==> src/rtl/gdbp_pkg.sv <==
// Shared types and constants for the gamma dither bit packer.
package gdbp_pkg;

  localparam int unsigned ERR_W = 18;   // signed Q1.16 error word
  localparam int unsigned SUM_W = 22;   // weighted error sum, signed
  localparam int unsigned DOT_W = 17;   // Q1.16 intensity, 65536 = 1.0
  localparam int unsigned GAM_W = 12;   // gamma strength, unsigned Q4.8
  localparam int unsigned DPR_W = 13;   // dots_per_row register
  localparam int unsigned CFG_W = 13;   // widest configuration register
  localparam int unsigned IDX_W = 2;    // configuration register index

  localparam logic [DOT_W-1:0] DOT_ONE = 17'd65536;
  localparam logic signed [ERR_W-1:0] ERR_HALF = 18'sd32768;
  localparam logic signed [SUM_W-1:0] SUM_HALF = 22'sd32768;
  localparam logic signed [SUM_W-1:0] SUM_ONE = 22'sd65536;

  localparam logic [IDX_W-1:0] REG_DOTS_PER_ROW = 2'd0;
  localparam logic [IDX_W-1:0] REG_GAMMA = 2'd1;
  localparam logic [IDX_W-1:0] REG_INVERT = 2'd2;

  typedef enum logic [1:0] {
    ST_IDLE,
    ST_CALC,
    ST_FIN
  } top_state_t;

  typedef enum logic [1:0] {
    DV_IDLE,
    DV_MUL,
    DV_INIT,
    DV_RUN
  } div_state_t;

  // Command from the dither sequencer to the packer.
  typedef struct packed {
    logic clear;   // drop any partial byte (image start)
    logic push;    // append one dot
    logic dot;     // dithered bit
    logic last;    // dot ends the row
  } pack_cmd_t;

endpackage

==> src/rtl/gdbp_packer.sv <==
// Packs dithered dots MSB first into bytes and holds the output beat.
module gdbp_packer (
  input  logic                  clk,
  input  logic                  rst,
  input  gdbp_pkg::pack_cmd_t   cmd,
  output logic                  can_push,
  output logic                  out_valid,
  input  logic                  out_ready,
  output logic [7:0]            packed_dots,
  output logic                  row_end
);
  import gdbp_pkg::*;

  logic [7:0] acc;
  logic [2:0] held;
  logic [7:0] acc_next;
  logic [7:0] pad;
  logic       emit;

  assign can_push = !out_valid || out_ready;
  assign acc_next = acc | ({7'b0, cmd.dot} << (3'd7 - held));
  // ones below the new dot fill out a short row
  assign pad      = 8'hFF >> ({1'b0, held} + 4'd1);
  assign emit     = cmd.push && (cmd.last || (held == 3'd7));

  always_ff @(posedge clk) begin
    if (rst) begin
      acc       <= '0;
      held      <= '0;
      out_valid <= 1'b0;
    end else begin
      // a new byte replaces the one taken in the same cycle
      if (emit && !cmd.clear) begin
        out_valid <= 1'b1;
      end else if (out_ready) begin
        out_valid <= 1'b0;
      end
      if (cmd.clear) begin
        acc  <= '0;
        held <= '0;
      end else if (emit) begin
        acc  <= '0;
        held <= '0;
      end else if (cmd.push) begin
        acc  <= acc_next;
        held <= held + 3'd1;
      end
    end
  end

  always_ff @(posedge clk) begin
    if (emit) begin
      packed_dots <= cmd.last ? (acc_next | pad) : acc_next;
      row_end     <= cmd.last;
    end
  end

endmodule

==> config.mk <==
export PLATFORM = sky130hd
export DESIGN_NAME = gdbp_packer
export DESIGN_NICKNAME = d
export VERILOG_FILES = /design/src/rtl/gdbp_pkg.sv /design/src/rtl/gdbp_packer.sv
export SDC_FILE = /design/constraint.sdc
export NUM_CORES = 1
export LEC_CHECK = 0
export BUFFER_PORTS_ARGS = -buffer_cell sky130_fd_sc_hd__buf_2
export CAP_MARGIN = 30
export CELL_PAD_IN_SITES_DETAIL_PLACEMENT = 1
export CELL_PAD_IN_SITES_GLOBAL_PLACEMENT = 2
export CORE_UTILIZATION = 34
export DETAILED_ROUTE_END_ITERATION = 12
export GPL_TIMING_DRIVEN = 1
export PLACE_DENSITY_LB_ADDON = 0.1
export SYNTH_ARGS = -nofsm -noshare
export SYNTH_HDL_FRONTEND = slang
export SYNTH_SLANG_ARGS = --single-unit
==> constraint.sdc <==
create_clock -name clk -period 2.2 [get_ports clk]
set_input_delay 0.44 -clock clk [delete_from_list [all_inputs] [get_ports clk]]
set_output_delay 0.44 -clock clk [all_outputs]
set_load 0.01 [all_outputs]
# Yosys cells after proc, flatten, opt, wreduce, memory -nomap -nowiden
# Index checks and enable logic that the tools add are counted.
classes:
  n_addsub: 3
  n_eq_ne: 1
  shifts: 2
  muxes: 3
  n_bitwise: 2
  reduce_logical: 8
op_table:
  columns: ["operator", "count"]
  rows:
  - ["OR 8 bit", 2]
  - ["two-way mux 8 bit", 1]
  - ["left shift 1 x 3 -> 8 bit", 1]
  - ["right shift 8 x 4 -> 8 bit (first input constant)", 1]
  - ["adder 3 x 1 -> 4 bit (second input constant)", 1]
  - ["adder 3 x 1 -> 3 bit (second input constant)", 1]
  - ["== test 3 bit (second input constant)", 1]
  - ["OR reduction 3 bit", 1]
  - ["subtractor 3 bit (first input constant)", 1]
  - ["logical AND 1 bit", 2]
  - ["logical NOT 1 bit", 2]
  - ["logical OR 1 bit", 2]
  - ["two-way mux 1 bit", 2]
  - ["nonzero test 2 bit", 1]
word_totals:
  register_bits: 21
  out_inout_bits: 11
  elab_cells: 24

# Longest topological paths before layout
depth:
  depth_word: 5
  mapped_depth: 6

# Worst setup path after synthesis
# OpenSTA, ideal clock, no wires.
synth_path:
  path_type: "reg2reg"
  from: "register held[0]"
  to: "register acc[1]"
  setup_ns: 0.065
  arrival_ns: 1.600
  required_time_ns: 2.135
  path_slack_ns: 0.536
  path_stages_with_launch: 7
  n_path_buf: 1
  synth_period_minus_slack_ns: 1.664
  cell_sequence: "dfxtp_1 > ha_1 > ha_1 > o21a_1 > or3_4 > buf_6 > nor2_1"
synth_via:
  elab_chain_len: 4
synth_rtl:
  columns: ["element", "line", "text"]
  rows:
  - ["from (decl)", "gdbp_packer.sv:15", "logic [2:0] held;"]
  - ["from (signal assigned)", "gdbp_packer.sv:46", "held <= held + 3'd1;"]
  - ["== test 3 bit", "gdbp_packer.sv:24", "assign emit = cmd.push && (cmd.last || (held == 3'd7));"]
  - ["logical OR 1 bit", "gdbp_packer.sv:24", null]
  - ["logical AND 1 bit", "gdbp_packer.sv:24", null]
  - ["named net emit", "gdbp_packer.sv:18", "logic emit;"]
  - ["OR reduction 3 bit (no line)", null, null]
  - ["to (signal assigned)", "gdbp_packer.sv:45", "acc <= acc_next;"]
  - ["to (decl)", "gdbp_packer.sv:14", "logic [7:0] acc;"]
# The timed path passes the listed nets, and every way through them passes these cells.
# A chain may end at the register's enable or synchronous reset.

# Worst setup path in the final report
layout_path:
  from: "register held[1]"
  to: "register held[1]"
layout_via:
  elab_chain_len: 4
layout_rtl:
  columns: ["element", "line"]
  rows:
  - ["== test 3 bit", "gdbp_packer.sv:24"]
  - ["logical OR 1 bit", "gdbp_packer.sv:24"]
  - ["logical AND 1 bit", "gdbp_packer.sv:24"]
  - ["named net emit", "gdbp_packer.sv:18"]
  - ["OR reduction 3 bit (no line)", null]
# The timed path passes the listed nets, and every way through them passes these cells.

==> results.md <==
* Fmax at ~0.57 GHz
* CP max stage cell: or3_4
* First-pass iteration count of the detailed router at 4
* Initial antenna violation count at 0
* Peak supply drop at 334 uV
* Synth Warn # at 0
* Depth of the most critical reg-to-reg path at 5
* Synthesis-to-finish area growth at 16.0%
* Clock-pin slew on the worst setup and hold paths at around 0.11 ns
* Cts repair resizes at 0
* Yosys cell types at 27
* CTS tree: yes
* Share of cells above drive strength 1 at approximately a quarter
* GRT Util Overall at between 10% and 20%
* FF+latch count, synth at 21
* HP Class: in2reg
* Remaining global-route overflow at 0
* Io pins at 18
* Vias in the first global route at 644
* Clock Skew at approximately 0.0061 ns
* Mapped Area at ~910 um^2
* Post-route total power at ~670 uW
* Port buffer count at 17
* TNS Setup at 0 ns
* Vias per cell at roughly 5.3
* WL final at just under 2000 um
* P_leak at 0.000422 uW
* Number of stages on the worst setup path at 5
* CTS sink count at 21
* DR WL/cell at around 15 um
* Core region area at roughly 0.0025 mm^2
* Post-synthesis sequential area ratio at 55.8%
* Std-Cell Rows at 18
* CP Launch Type: register
* Met2 usage at 22.0%
* Hold buffers post-CTS at 0
* CTS Root Cell: clkbuf_4
* First-pass GRT wire length at roughly 3200 um
* # DRC at 0
* Fin. max-slew vios at 0
* Slew HR at around 69%
* Crit-path leading delay family: simple AND/OR/NAND/NOR gates
* Die height at approximately 54 um
* Avg Cell Area, Syn at 11.4 um^2
* Outcome: finished clean
* P per Cell Area at approximately 630 mW/mm^2
* Fin crit period at about 1.8 ns
* Post-synth EDFFs at 9
* Critical path class: reg2reg
* Mapped Cells at 80
* Async SR Flop Fraction at 0%
* Final Hold Fails at 0
* Worst Hold Path Cells at 2
* Final nets at 112
* Crit Path Max Fanout at 11
* Worst path max stage delay at around 0.47 ns
* Gpl congestion at roughly 0.7
* Clock Path Buffers at 2
* Die Wd at approximately 54 um
* Remaining antenna violation count at 0
* H-tree depth at 1
* DIE AREA at ~0.0029 mm^2
* Worst-margin pin slew at 0.468 ns
* Unrepaired setup endpoints after global routing: false
* Post-DP HPWL at between 1000 and 1500 um
* Vias at 692
* Max-Cap Viols at 0
* Critical-path cell list: ha_1 -> ha_1 -> o21a_1 -> or3_4 -> nor2_1
* Fill cell count at slightly below 300
* Met3 usage at about 6.5%
* Crit path top cell by count: ha_1
* Final setup viols at 0
* Nature of the critical path endpoint: register
* Worst Path Required at 2.45 ns
* Fin crit share at about four fifths
* Worst EP arrival at around 2 ns
* DRT iter0 DRCs at 14
* CTS buffer count at 3
* Clock latency on the worst-skew pair at 0.31 ns
* Post-CTS setup buffers at 0
* Synth Net Count at a little over 90
* Worst path bufs/invs at 0
* Synth Flop Type: dfxtp_1
* Initial core utilization at 36.6%
* Met1 GRT Util at between 20% and 30%
* Pin count of the biggest net entering global routing at 16
* Top Usage Layer GRT: met1
* # diodes at 0
-- sequential cells by signal, summed over array words and instances, names as in the netlist --
register and count:
out_valid 1, packed_dots 8, acc 8, row_end 1
held 3
-- cell usage in the layout (no fill, tap or decap), types with 4 or more instances in the layout --
cell type,n
a21oi_1,4
nor2_1,11
ha_1,4
dfxtp_1,12
edfxtp_1,9
buf_2,17
a31oi_1,4
-- report_power, final --
part / internal (uW) / total (uW) / switching [uW]
clock: 68.0 / 187 / 119
sequential: 418 / 422 / 3.32
combinational: 27.3 / 63.8 / 36.5
total: 514 / 672 / 159
-- cell usage after synthesis (all sizes together) (3+ instances only) --
master	instances	area (um^2)
o21bai	3	22.5
edfxtp	9	270
ha	4	50.1
a31oi	4	25.0
mux2i	3	30.0
inv	3	11.3
dfxtp	12	240
buf	4	26.3
a21oi	4	20.0
nor2b	3	18.8
nor2	11	41.3
-- kinds of logic after synthesis --
kind of cell | synth area share (%)
flops | 55.8
simple gates | 13.3
mux | 3.28
compound gates | 17.1
buf+inv | 4.10
fa+ha+maj | 5.47
xor+xnor | 0.958
-- stage by stage --
step | worst slack, ns | util [%] | instance area (um^2) | std cells | hold slack [ns]
3_3_place_gp | 0.504 | 41.3 | 1030 | 126 | 0.459
3_5_place_dp | 0.464 | 41.3 | 1030 | 126 | 0.462
5_1_grt | 0.332 | 42.4 | 1060 | 130 | 0.287
6_report | 0.438 | 42.4 | 1060 | 130 | 0.302
4_1_cts | 0.433 | 42.4 | 1060 | 130 | 0.288
2_1_floorplan | 0.536 | - | 915 | 80 | 0.431
-- metal layers --
metal / part of all wire, % / routed length, um
met1: 50 / 993
met2: 41 / 810
met3: 6.7 / 131
met5: 0 / 0
met4: 1.7 / 33
-- layout make-up --
type	instances	area (um^2)	share of cell area (%)
clock buffers	3	22.5	2.12
clock inverters	1	5.00	0.472
inverters	3	11.3	1.06
multi-input cells	52	367	34.6
flip-flops and latches	21	510	48.1
well taps	30	37.5	3.54
repair buffers	20	108	10.1
-- worst paths after layout --
| check | from | end | slack [ns] |
|---|---|---|---|
| worst max register to register | held[1]$_SDFFE_PP0P_ | held[1]$_SDFFE_PP0P_ | 0.44 |
| worst min-delay path | rst | out_valid$_SDFFE_PP0P_ | 0.30 |
| worst min register to register | acc[4]$_SDFFE_PP0P_ | acc[4]$_SDFFE_PP0P_ | 0.48 |
| worst max-delay path | held[1]$_SDFFE_PP0P_ | held[1]$_SDFFE_PP0P_ | 0.44 |
Power figures use the tool's default switching activity.
