===== src/rtl/gdbp_pkg.sv =====
// Shared types and constants for the gamma dither bit packer.
package gdbp_pkg;

  localparam int unsigned ERR_W = 18;   // signed Q1.16 error word
  localparam int unsigned SUM_W = 22;   // weighted error sum, signed
  localparam int unsigned DOT_W = 17;   // Q1.16 intensity, 65536 = 1.0
  localparam int unsigned GAM_W = 12;   // gamma strength, unsigned Q4.8
  localparam int unsigned DPR_W = 13;   // dots_per_row register
  localparam int unsigned CFG_W = 13;   // widest configuration register
  localparam int unsigned IDX_W = 2;    // configuration register index

  localparam logic [DOT_W-1:0] DOT_ONE = 17'd65536;
  localparam logic signed [ERR_W-1:0] ERR_HALF = 18'sd32768;
  localparam logic signed [SUM_W-1:0] SUM_HALF = 22'sd32768;
  localparam logic signed [SUM_W-1:0] SUM_ONE = 22'sd65536;

  localparam logic [IDX_W-1:0] REG_DOTS_PER_ROW = 2'd0;
  localparam logic [IDX_W-1:0] REG_GAMMA = 2'd1;
  localparam logic [IDX_W-1:0] REG_INVERT = 2'd2;

  typedef enum logic [1:0] {
    ST_IDLE,
    ST_CALC,
    ST_FIN
  } top_state_t;

  typedef enum logic [1:0] {
    DV_IDLE,
    DV_MUL,
    DV_INIT,
    DV_RUN
  } div_state_t;

  // Command from the dither sequencer to the packer.
  typedef struct packed {
    logic clear;   // drop any partial byte (image start)
    logic push;    // append one dot
    logic dot;     // dithered bit
    logic last;    // dot ends the row
  } pack_cmd_t;

endpackage


===== src/rtl/gdbp_gamma_div.sv =====
// Gamma curve unit: one multiply, then a restoring radix-2 divider.
module gdbp_gamma_div (
  input  logic                        clk,
  input  logic                        rst,
  input  logic                        start,
  input  logic [gdbp_pkg::DOT_W-1:0]  dot,
  input  logic [gdbp_pkg::GAM_W-1:0]  gamma,
  output logic                        done,
  output logic [gdbp_pkg::DOT_W-1:0]  quot
);
  import gdbp_pkg::*;

  localparam int unsigned GP_W = GAM_W + DOT_W;   // g*p
  localparam int unsigned NUM_W = GP_W + 1;       // (256+g)*p
  localparam int unsigned CNT_W = $clog2(DOT_W);

  div_state_t state, state_next;

  logic [DOT_W-1:0] p_r;
  logic [GAM_W-1:0] g_r;
  logic [GP_W-1:0]  gp;
  logic [GP_W-1:0]  den;
  logic [GP_W-1:0]  rem;
  logic             low_bit;
  logic [CNT_W-1:0] cnt;

  logic [NUM_W-1:0] num_hi;
  logic [NUM_W-1:0] trial;
  logic             fits;

  // (256+g)*p = p*256 + g*p; the 65536 factor shows up as sixteen zero bits fed in
  assign num_hi = {{(NUM_W-DOT_W-8){1'b0}}, p_r, 8'b0} + {1'b0, gp};
  assign trial  = {rem, (cnt == '0) ? low_bit : 1'b0};
  assign fits   = trial >= {1'b0, den};

  always_comb begin
    state_next = state;
    unique case (state)
      DV_IDLE: if (start) state_next = DV_MUL;
      DV_MUL:  state_next = DV_INIT;
      DV_INIT: state_next = DV_RUN;
      DV_RUN:  if (cnt == CNT_W'(DOT_W-1)) state_next = DV_IDLE;
      default: state_next = DV_IDLE;
    endcase
  end

  always_ff @(posedge clk) begin
    if (rst) begin
      state <= DV_IDLE;
      done  <= 1'b0;
    end else begin
      state <= state_next;
      done  <= (state == DV_RUN) && (cnt == CNT_W'(DOT_W-1));
    end
  end

  always_ff @(posedge clk) begin
    case (state)
      DV_IDLE: begin
        if (start) begin
          p_r <= dot;
          g_r <= gamma;
        end
      end
      DV_MUL: begin
        gp <= g_r * p_r;
      end
      DV_INIT: begin
        // quotient fits in DOT_W bits, so the top part starts below the divisor
        den     <= GP_W'(1 << 24) + gp;
        rem     <= num_hi[NUM_W-1:1];
        low_bit <= num_hi[0];
        cnt     <= '0;
        quot    <= '0;
      end
      DV_RUN: begin
        rem  <= fits ? GP_W'(trial - {1'b0, den}) : trial[GP_W-1:0];
        quot <= {quot[DOT_W-2:0], fits};
        cnt  <= cnt + 1'b1;
      end
      default: ;
    endcase
  end

endmodule


===== config.mk =====
export PLATFORM = sky130hd
export DESIGN_NAME = gdbp_gamma_div
export DESIGN_NICKNAME = d
export VERILOG_FILES = /design/src/rtl/gdbp_pkg.sv /design/src/rtl/gdbp_gamma_div.sv
export SDC_FILE = /design/constraint.sdc
export NUM_CORES = 1
export LEC_CHECK = 0
export ABC_AREA = 1
export BUFFER_PORTS_ARGS = -buffer_cell sky130_fd_sc_hd__buf_4
export CORE_MARGIN = 2
export CORE_UTILIZATION = 55
export DETAILED_ROUTE_END_ITERATION = 10
export HOLD_SLACK_MARGIN = 0.15
export MAX_ROUTING_LAYER = met4
export PLACE_DENSITY_LB_ADDON = 0.25
export SLEW_MARGIN = 5
export SYNTH_ARGS = -nofsm -noshare
export SYNTH_HDL_FRONTEND = slang
export SYNTH_SLANG_ARGS = --single-unit

===== constraint.sdc =====
create_clock -name clk -period 6.5 [get_ports clk]
set_input_delay 0.65 -clock clk [delete_from_list [all_inputs] [get_ports clk]]
set_output_delay 0.65 -clock clk [all_outputs]
set_load 0.02 [all_outputs]

Yosys cells after proc, flatten, opt, wreduce, memory -nomap -nowiden:

Index checks and enable logic that the tools add are counted.

* $add $sub $neg: 4
* equality and inequality tests: 6
* reductions and logical operators: 6
* order comparisons: 1
* multiplexer cells: 8
* multiply operators: 1

Operator list (count)
* case mux 29 bit (2 select lines): 1
* case mux 17 bit (2 select lines): 1
* adder 25 x 29 -> 30 bit: 1
* >= comparator 30 x 29 -> 1 bit: 1
* adder 25 x 29 -> 29 bit, first input constant: 1
* multiplier 12 x 17 -> 29 bit: 1
* 2-to-1 mux 29 bit: 1
* subtractor 29 bit: 1
* case mux 5 bit (2 select lines): 1
* case mux 2 bit (4 select lines): 1
* adder 5 x 1 -> 5 bit, second input constant: 1
* equality test 5 bit, second input constant: 1
* logical NOT 5 bit: 1
* equality test 2 bit, second input constant: 2
* 2-to-1 mux 2 bit: 2
* AND reduction 2 bit: 2
* equality test 2 x 1 -> 1 bit, second input constant: 1
* logical NOT 2 bit: 1
* != test 2 x 1 -> 1 bit, second input constant: 1
* != test 2 bit, second input constant: 1
* nonzero test 2 bit: 1
* logical AND 1 bit: 1
* 2-to-1 mux 1 bit: 1

* output and inout port bits: 18
* input port bits: 32
* logic and storage cells: 36
* flip-flop bits (word level): 142

Depth between registers and ports, before layout:

* depth in word-level cells: 5
* depth in mapped cells: 22
* gate-level depth less buffers: 20

Worst setup path before layout:

No wires, ideal clock.

* path type: register to register
* from: reg g_r[11]
* to: reg gp[20], data pin
* slack: 1451 ps
* stages on the path, launching flop included: 20
* path buffers: 2
* arrival time: 4784 ps
* cells stage by stage: edfxtp_1 clkbuf_1 clkbuf_1 nand2_1 fa_1 fa_1 inv_1 fa_1 fa_1 inv_1 fa_1 inv_1 ha_1 a21oi_1 o21ai_0 nand2_1 nand2_1 a21oi_1 o21ai_0 xor2_1

* cells in the longest elaborated chain, start to end: 1

RTL lines
* start: declaration: RTL line gdbp_gamma_div.sv:20 `logic [GAM_W-1:0] g_r;`
* start signal: assignment: RTL line gdbp_gamma_div.sv:62 `g_r <= gamma;`
* multiplier 12 x 17 -> 29 bit: RTL line gdbp_gamma_div.sv:66 `gp <= g_r * p_r;`
* end signal: assignment: RTL line gdbp_gamma_div.sv:66
* end: declaration: RTL line gdbp_gamma_div.sv:21 `logic [GP_W-1:0] gp;`

Every way passes these cells.
A chain may end at the register's enable or synchronous reset.

Worst setup path in the final report:

* from: reg g_r[8]
* to: reg gp[28], data pin

Same word-level chain as after synthesis.

==> impl_metrics.toml <==
[sta]
fmax_mhz = 168.9
period_minus_slack_ns = 5.921
worst_hold_slack_ns = 0.3840
rsz0062_at_grt = "false"
hold_viol = 0
tightest_slew_ns = 0.8391
setup_tns_ns = 0
post-route-period-util_pct = 91.09
slew_viol_final = 0
finClkSkew_ns = 0.01671
max-slew-margin-rel_pct = 43.47
setup-violations-final = 0

[setup_path]
crit_start = "g_r[8]"
r2r-start = "g_r[8]"
crit_type = "reg2reg"
worstPathArrival_ns = 6.11
start_kind = "register"
worstRegToRegCells = 17
endpoint_kind = "register"
cp_max_fo = 17
cp.required_ns = 6.69

[clock_tree]
cts-root-buf = "clkbuf_16"
clk-insertion-delay-late_ns = 0.43
clockBufferDepth = 2
clock_sinks = 141
cts_buffers = 17
cts_resized = 0
ctsHoldBuffers = 0
cts.reportedPaths.clkPinSlew_ns = 0.08
post-cts-setup-buffers = 0
htreeDepth = 4
cts_tree = "built"

[cells_and_area]
mostFrequentLayoutCell = "nand2_1"
fillers = 2584
final_cell_mix = "nand2_1, inv_1, fa_1"
syn2layout_area_growth_pct = 8.222
fin_nets = 2351
final_util_pct = 60.84
drive_gt1_share_pct = 6.068
antennaDiodeCount = 0
finalNonFillerCells = 2438

[floorplan]
fp.coreArea_um2 = 27930
io_pins = 50
std_cell_rows = 61
start_util_pct = 56.22
die_h_um = 173.0
die_x_um = 173.0
dieArea_um2 = 29920

[placement]
hpwl_mm = 31.04
post-place-cells = 2406
gp_congestion = 0.9896
numPortBuffers = 49

[run]
cap_viol_max_count = 0

[yosys]
synth_seq_area_share_pct = 26.77
syn_nets = 2330
synth_cells = 2026
synthDistinctLibCells = 42
synth.ff_latch_count = 141
ys_warn_count = 0
synthesis.area_um2 = 15710
syn_avg_cell_area_um2 = 7.752

[routing]
wl_per_cell_um = 16.00
drt_first_pass_iters = 5
vias = 12810
drt_iter0_markers = 828
ant_nets = 0
viasPerCell = 5.256
routed_wl_mm = 39.02
drc = 0

[hold_path]
hold_start = "dot[11]"
hold_path.class = "in2reg"
hold_path_depth = 1

[global_route]
grt_pass1_vias = 13140
antenna_found_initial = 0
grt_overflow = 0
grt_start_max_net_pins = 57
grt_pass1_wl_mm = 64.87
track_usage_pct = 28.00

[status]
outcome = "finished clean"
==> final timing paths <==
kind | endpoint | slack, ns
max | gp[28] | 0.58
min | p_r[11] | 0.38
max reg2reg | gp[28] | 0.58
min reg2reg | den[0] | 0.43
==> per-stage QoR <==
stage	worst slack (ns)	cell area, um^2
2_1_floorplan	1.451	15710
3_3_place_gp	0.7306	16370
3_5_place_dp	0.7297	16370
4_1_cts	0.7096	17000
5_1_grt	0.3823	17000
6_report	0.5794	17000
==> final cells by class <==
cell class | count | area (um^2) | area share, %
inverter | 485 | 1821 | 10.71
clock buffer | 17 | 425.4 | 2.503
tap | 378 | 473.0 | 2.783
sequential | 141 | 4204 | 24.73
timing repair buffer | 58 | 435.4 | 2.562
clock inverter | 15 | 200.2 | 1.178
multi-input combinational | 1344 | 9438 | 55.53
==> cell families after synthesis <==
logic type | count (synthesis) | share of synthesized area [%]
fa+ha+maj | 272 | 28.94
buf+inv | 541 | 13.15
simple gates | 910 | 24.56
compound gates | 120 | 4.238
xor+xnor | 42 | 2.342
flops | 141 | 26.77
==> cells in the mapped netlist (all sizes together) <==
master | instances | share of area [%]
a21o | 5 | 0.24
xnor2 | 20 | 1.1
a31oi | 1 | 0.040
nor3 | 21 | 0.70
xor2 | 22 | 1.2
fa | 152 | 19
nand3 | 99 | 3.4
nand2b | 1 | 0.040
o211a | 1 | 0.064
edfxtp | 138 | 26
inv | 485 | 12
dfxtp | 3 | 0.38
and2 | 3 | 0.12
nand4 | 18 | 0.72
nor2 | 94 | 2.5
o21bai | 6 | 0.29
or2 | 7 | 0.28
a21oi | 62 | 2.0
nand2 | 641 | 16
a21boi | 3 | 0.14
nor4 | 1 | 0.040
o21a | 4 | 0.19
nand3b | 25 | 1.2
clkbuf | 47 | 1.1
o21ai | 34 | 1.1
ha | 120 | 9.6
a211oi | 4 | 0.19
buf | 9 | 0.44
==> critical path, stage by stage, from the launching register on <==
cell and delay [ns]:
edfxtp_1 0.80, nand2_1 0.18, fa_1 0.48, fa_1 0.55, inv_1 0.05, ha_1 0.31, fa_1 0.53, inv_1 0.05
fa_1 0.53, inv_1 0.04, ha_1 0.37, a21oi_1 0.37, a21boi_0 0.70, o21ai_1 0.28, nand3_1 0.19, nand3_1 0.09
nand2_1 0.08, nand2_1 0.04
==> state kept, by name, indices dropped and copies added, names as in the netlist <==
register	flops
p_r	17
state	2
g_r	12
rem	29
quot	17
gp	29
cnt	5
den	29
done	1
==> layer usage <==
layer / GRT usage (%) / share of wire (%) / up-vias / wire, um
met5: - / 0 / - / 0
met4: 9.640 / 3.0 / 0 / 1170
met3: 3.034 / 4.5 / 93 / 1772
met2: 48.65 / 50 / 394 / 19490
met1: 34.01 / 43 / 6134 / 16580
li1: - / - / 6193 / -
Power is not shown: default switching activity piles up to over one toggle a cycle in this logic, so the estimate is an artifact.
